**src/hw/rtl/cdsm_pkg.sv**
```systemverilog
package cdsm_pkg;

	localparam int FRAC_BITS = 16;
	localparam int DT_BITS   = 16;
	localparam int MAG_W     = 63;
	localparam int DIGIT     = 16;
	localparam int NDIG      = (MAG_W + DIGIT - 1) / DIGIT;
	localparam int K_W       = $clog2(NDIG);
	localparam int PROD_W    = 2 * MAG_W;
	localparam int QB        = FRAC_BITS + 1;
	localparam int DSH_W     = MAG_W + QB - 1;
	localparam int CNT_W     = $clog2(QB);
	localparam int NAXES     = 3;
	localparam int AX_W      = 2;
	localparam int DOT_W     = 68;

	localparam logic [MAG_W-1:0] ONE_Q = MAG_W'(1) << FRAC_BITS;
	localparam logic [MAG_W-1:0] SATU  = MAG_W'(1) << 62;
	localparam logic [MAG_W-1:0] C048  =
		MAG_W'(((((64'd48 << (FRAC_BITS + 1)) / 64'd100) + 64'd1) / 64'd2));
	localparam logic [MAG_W-1:0] C0235 =
		MAG_W'(((((64'd235 << (FRAC_BITS + 1)) / 64'd1000) + 64'd1) / 64'd2));

	localparam logic REG_ENABLE = 1'b0;
	localparam logic REG_OMEGA  = 1'b1;

	typedef enum logic [3:0] {
		OP_X, OP_X2, OP_X3, OP_T48, OP_T235,
		OP_M1, OP_TMP, OP_M3, OP_NV, OP_NO, OP_DOT
	} op_t;

	typedef struct packed {
		op_t             op;
		logic [AX_W-1:0] ax;
		logic            load;
		logic            mul_start;
		logic            div_start;
		logic            commit;
		logic            hold;
	} cmd_t;

	typedef struct packed {
		logic mul_done;
		logic div_done;
		logic out_full;
	} sts_t;

	function automatic logic signed [63:0] sadd(input logic signed [63:0] a,
		input logic signed [63:0] b);
		logic signed [64:0] s;
		logic signed [64:0] lim;
		lim = 65'sh0_4000_0000_0000_0000;
		s = 65'(a) + 65'(b);
		if (s > lim) return 64'sh4000_0000_0000_0000;
		if (s < -lim) return -64'sh4000_0000_0000_0000;
		return s[63:0];
	endfunction

	function automatic logic [MAG_W-1:0] uadd(input logic [MAG_W-1:0] a,
		input logic [MAG_W-1:0] b);
		logic [MAG_W:0] s;
		s = {1'b0, a} + {1'b0, b};
		if (s > {1'b0, SATU}) return SATU;
		return s[MAG_W-1:0];
	endfunction

	function automatic logic [MAG_W-1:0] mag64(input logic signed [63:0] v);
		logic [63:0] n;
		n = (v < 0) ? -v : v;
		return n[MAG_W-1:0];
	endfunction

	function automatic logic signed [63:0] apply_sign(input logic [MAG_W-1:0] m,
		input logic neg);
		logic signed [63:0] p;
		p = $signed({1'b0, m});
		return neg ? -p : p;
	endfunction

	function automatic logic signed [31:0] sat32(input logic signed [63:0] v);
		if (v > 64'sd2147483647) return 32'sh7fff_ffff;
		if (v < -64'sd2147483648) return 32'sh8000_0000;
		return v[31:0];
	endfunction

endpackage

```
**src/hw/rtl/cdsm_ctrl.sv**
```systemverilog
module cdsm_ctrl (
	input  logic           clk,
	input  logic           arst_n,
	input  logic           enable,
	input  logic           in_valid,
	output logic           in_ready,
	input  cdsm_pkg::sts_t sts,
	output cdsm_pkg::cmd_t cmd
);
	import cdsm_pkg::*;

	typedef enum logic [14:0] {
		S_IDLE   = 15'd1,
		S_X      = 15'd2,
		S_X2     = 15'd4,
		S_X3     = 15'd8,
		S_T48    = 15'd16,
		S_T235   = 15'd32,
		S_DIV    = 15'd64,
		S_M1     = 15'd128,
		S_TMP    = 15'd256,
		S_M3     = 15'd512,
		S_NV     = 15'd1024,
		S_NO     = 15'd2048,
		S_DOT    = 15'd4096,
		S_COMMIT = 15'd8192,
		S_HOLD   = 15'd16384
	} state_t;

	state_t          state_q, state_d, succ;
	op_t             op_d;
	logic            launched_q, launch_d;
	logic [AX_W-1:0] ax_q, ax_d;

	always_comb begin
		op_d = OP_X;
		succ = S_IDLE;
		case (state_q)
			S_X: begin
				op_d = OP_X;
				succ = S_X2;
			end
			S_X2: begin
				op_d = OP_X2;
				succ = S_X3;
			end
			S_X3: begin
				op_d = OP_X3;
				succ = S_T48;
			end
			S_T48: begin
				op_d = OP_T48;
				succ = S_T235;
			end
			S_T235: begin
				op_d = OP_T235;
				succ = S_DIV;
			end
			S_M1: begin
				op_d = OP_M1;
				succ = S_TMP;
			end
			S_TMP: begin
				op_d = OP_TMP;
				succ = S_M3;
			end
			S_M3: begin
				op_d = OP_M3;
				succ = S_NV;
			end
			S_NV: begin
				op_d = OP_NV;
				succ = S_NO;
			end
			S_NO: begin
				op_d = OP_NO;
				succ = S_DOT;
			end
			S_DOT: begin
				op_d = OP_DOT;
				succ = (ax_q == AX_W'(NAXES - 1)) ? S_COMMIT : S_M1;
			end
			default: begin
				op_d = OP_X;
			end
		endcase
	end

	always_comb begin
		state_d       = state_q;
		launch_d      = launched_q;
		ax_d          = ax_q;
		in_ready      = 1'b0;
		cmd.op        = op_d;
		cmd.ax        = ax_q;
		cmd.load      = 1'b0;
		cmd.mul_start = 1'b0;
		cmd.div_start = 1'b0;
		cmd.commit    = 1'b0;
		cmd.hold      = 1'b0;
		case (state_q)
			S_IDLE: begin
				in_ready = 1'b1;
				if (in_valid) begin
					cmd.load = 1'b1;
					ax_d = '0;
					state_d = enable ? S_X : S_HOLD;
				end
			end
			S_X, S_X2, S_X3, S_T48, S_T235, S_M1, S_TMP, S_M3, S_NV, S_NO, S_DOT: begin
				if (!launched_q) begin
					cmd.mul_start = 1'b1;
					launch_d = 1'b1;
				end else if (sts.mul_done) begin
					launch_d = 1'b0;
					state_d = succ;
					if (state_q == S_DOT)
						ax_d = (succ == S_M1) ? ax_q + AX_W'(1) : '0;
				end
			end
			S_DIV: begin
				if (!launched_q) begin
					cmd.div_start = 1'b1;
					launch_d = 1'b1;
				end else if (sts.div_done) begin
					launch_d = 1'b0;
					state_d = S_M1;
				end
			end
			S_COMMIT, S_HOLD: begin
				if (!sts.out_full) begin
					cmd.commit = 1'b1;
					cmd.hold = (state_q == S_HOLD);
					state_d = S_IDLE;
				end
			end
			default: begin
				state_d = S_IDLE;
				launch_d = 1'b0;
			end
		endcase
	end

	always_ff @(posedge clk or negedge arst_n) begin
		if (!arst_n) begin
			state_q    <= S_IDLE;
			launched_q <= 1'b0;
			ax_q       <= '0;
		end else begin
			state_q    <= state_d;
			launched_q <= launch_d;
			ax_q       <= ax_d;
		end
	end
endmodule

```
**config.mk**
```make
export PLATFORM = sky130hd
export DESIGN_NAME = cdsm_ctrl
export DESIGN_NICKNAME = d
export VERILOG_FILES = /design/src/hw/rtl/cdsm_pkg.sv /design/src/hw/rtl/cdsm_ctrl.sv
export SDC_FILE = /design/constraint.sdc
export NUM_CORES = 1
export LEC_CHECK = 0
export BUFFER_PORTS_ARGS = -buffer_cell sky130_fd_sc_hd__buf_2
export CAP_MARGIN = 20
export CORE_UTILIZATION = 53
export CTS_CLUSTER_SIZE = 20
export DETAILED_ROUTE_END_ITERATION = 12
export PLACE_DENSITY = 0.77
export SETUP_SLACK_MARGIN = 0.4
export SLEW_MARGIN = 20
export SYNTH_ARGS = -nofsm -noshare
export SYNTH_HDL_FRONTEND = slang
export SYNTH_SLANG_ARGS = --single-unit
```
**constraint.sdc**
```tcl
create_clock -name clk -period 3.05 [get_ports clk]
set_clock_uncertainty 0.1 [all_clocks]
set_input_delay 0.4575 -clock clk [delete_from_list [all_inputs] [get_ports clk]]
set_output_delay 0.4575 -clock clk [all_outputs]
set_load 0.1 [all_outputs]
```
==> metrics <==
IO Count 19; Reg-to-Reg Start state_q[8]$_DFFE_PN0P_; Die Y 54.2 µm; Worst Hold Class in2reg; post-synthesis async set-or-reset flop share 100%; Die X 54.2 µm; GP Congestion 0.907; final setup fails 0; clk slew on worst S/H paths 0.12 ns; period utilization 99.0%; startpoint types register; TritonCTS buffer count 3; Final Max Slew Viols 0; Hold Path Origin enable; WP data arrival 2.46 ns; vias after detailed routing 1606; R2R setup slack 0.23 ns; setup TNS 0 ns; Mapped Area 0.00144 mm²; number of synthesis warnings 0; MaxCap Viol Count 0; GR Util met1 42.3%; crit end category output pin; H-Tree Depth 1; first-pass GRT wire length 7070 µm; status completed; TritonCTS clock tree yes; Crit Path Max Fanout 9; number of global-route vias before repair 1452; global route overflow 0; layout cells sized above 1 62.1%; Initial Util 57.1%; Rows 18; FILL cells 106; Final Instance Area 0.00226 mm²; power per cell area 644 mW/mm²; GR peak layer met2; R2R depth 8; Detail Route Antenna Nets 0; Tot GR Track Use 34.8%; # diodes 0; WL final 5650 µm; VDD IR max 1.06 mV; fin nets 215; clock buffer depth 2; crit path time final 3.02 ns; Peak Freq 331 MHz; met3 GRT Util 4.80%; average vias per placed instance 6.81; Placed Area 0.00170 mm²; prevailing post-synth register cell dfrtp_1; Post-route DRC 0; flops & latches, synth 18; initial drt markers 86; unique cell type count in the Yosys netlist 50; worst path required time 2.49 ns; sequential share of the synthesized area 31.3%; clock insertion delay at the later pin of the skew report 0.32 ns; wire length per cell 23.9 µm; initial antenna violation count 0; CORE AREA 0.00252 mm²; final hold vios 0; Post-Syn Instances 148; Rel. slew slack 63.9%; Clock Sink Count 18; Post-synth EDFFs 0; met2 usage 58.5%; Hold Path Cell Cnt 3; Worst Tran Pin Value 0.538 ns; 1st-pass router iterations 5; Syn Nets 156; Root Buffer clkbuf_4; R2R Path End state_q[2]$_DFFE_PN0P_; Synth-to-Final Area Change 56.7%; RSZ-0062 raised after global routing yes; Post-DP HPWL 2660 µm; Leak Pwr 0.00100 µW; largest net degree at the start of global routing 19; quantity of I/O buffers inserted on ports 18; critical path class reg2out; hold path endpoint state_q[1]$_DFFE_PN0P_; syn avg cell area 9.74 µm²; Fin Hold WS 0.299 ns; Die Area 0.00293 mm²
==> worst max path at each step <==
stage                                       start  slack, ns  cells past startpoint                     end
final                     state_q[11]$_DFFE_PN0P_       0.03                      6                  cmd[3]
after global routing       state_q[9]$_DFFE_PN0P_      -0.22                      7                  cmd[3]
after CTS                  state_q[1]$_DFFE_PN0P_       0.17                      6                  cmd[3]
after detailed placement   state_q[8]$_DFFE_PN0P_       0.20                      7  state_q[7]$_DFFE_PN0P_
after global placement     state_q[8]$_DFFE_PN0P_       0.28                      7  state_q[7]$_DFFE_PN0P_
after floorplan            state_q[5]$_DFFE_PN0P_       0.25                      4                  cmd[1]
==> cell usage in the layout (no fill, tap or decap), drive strengths merged, types with 4 or more instances in the layout <==
master / n
nor4: 11
xnor2: 6
nor2: 10
nor3: 6
nor3b: 4
clkbuf: 4
mux2: 7
dfrtp: 17
o21ai: 5
buf: 64
nand2: 14
or3: 4
inv: 5
or4: 6
==> area by class of cell <==
class / count / area (µm²) / share of cell area, %
clock buffer: 4 / 36.3 / 1.61
inverter: 6 / 26.3 / 1.16
multi-input combinational: 113 / 1100 / 48.6
sequential: 18 / 464 / 20.6
tap: 30 / 37.5 / 1.66
timing repair buffer: 65 / 597 / 26.4
==> critical path: stages (launching register included) <==
cell	delay (ns)
dfrtp_2	0.50
or4_1	0.58
nor4_4	0.38
o31ai_2	0.13
and3_4	0.23
nor2_4	0.13
buf_12	0.18
==> sequential cells by signal, indices dropped and copies added, names as in the netlist <==
signal      flops
ax_q            2
launched_q      1
state_q        15
==> power by group <==
group,switching [µW],internal [µW],total (µW)
registers,44.0,264,308
clock network,90.1,73.2,163
logic,549,434,983
==> Yosys cell counts (all sizes together) (2+ instances only) <==
cell type | number | area [µm²]
a2111oi | 2 | 30.0
a21o | 2 | 15.0
a32o | 2 | 20.0
and2 | 2 | 12.5
buf | 9 | 81.3
clkbuf | 2 | 7.51
dfrtp | 17 | 425
inv | 6 | 22.5
mux2 | 7 | 101
mux2i | 3 | 30.0
nand2 | 14 | 52.6
nand2b | 3 | 18.8
nand3 | 3 | 15.0
nand3b | 3 | 22.5
nand4 | 3 | 18.8
nor2 | 10 | 37.5
nor3 | 6 | 35.0
nor3b | 4 | 30.0
nor4 | 11 | 133
o21ai | 5 | 36.3
or3 | 4 | 25.0
or4 | 6 | 48.8
or4b | 3 | 30.0
xnor2 | 6 | 52.6
==> per-stage QoR <==
step	util, %	cells	total power [µW]	setup WS [ns]
floorplan	-	148	844	0.249
global placement	67.5	190	976	0.284
detailed placement	67.5	190	986	0.201
CTS	81.0	221	1290	0.172
global route	89.5	236	1500	-0.215
finish	89.5	236	1450	0.0315
==> cell families after synthesis <==
logic type / share of synthesized area (%)
compound gates: 12.0
xor+xnor: 3.65
fa+ha+maj: 0.868
buf+inv: 7.73
flops: 31.3
mux: 9.11
simple gates: 35.3
==> repair_timing <==
action	CTS	global route
gates cloned	0	0
pin swaps	9	6
setup endpoints to repair	20	20
hold buffers	1	0
resized for setup	34	21
setup buffers	26	15
hold endpoints to repair	17	0
==> layer usage <==
layer	up-vias	wire length (µm)
li1	676	-
met2	126	2740
met5	-	0
met4	0	289
met1	762	2040
met3	42	581
Note: power is estimated with default switching activity, not from simulation.
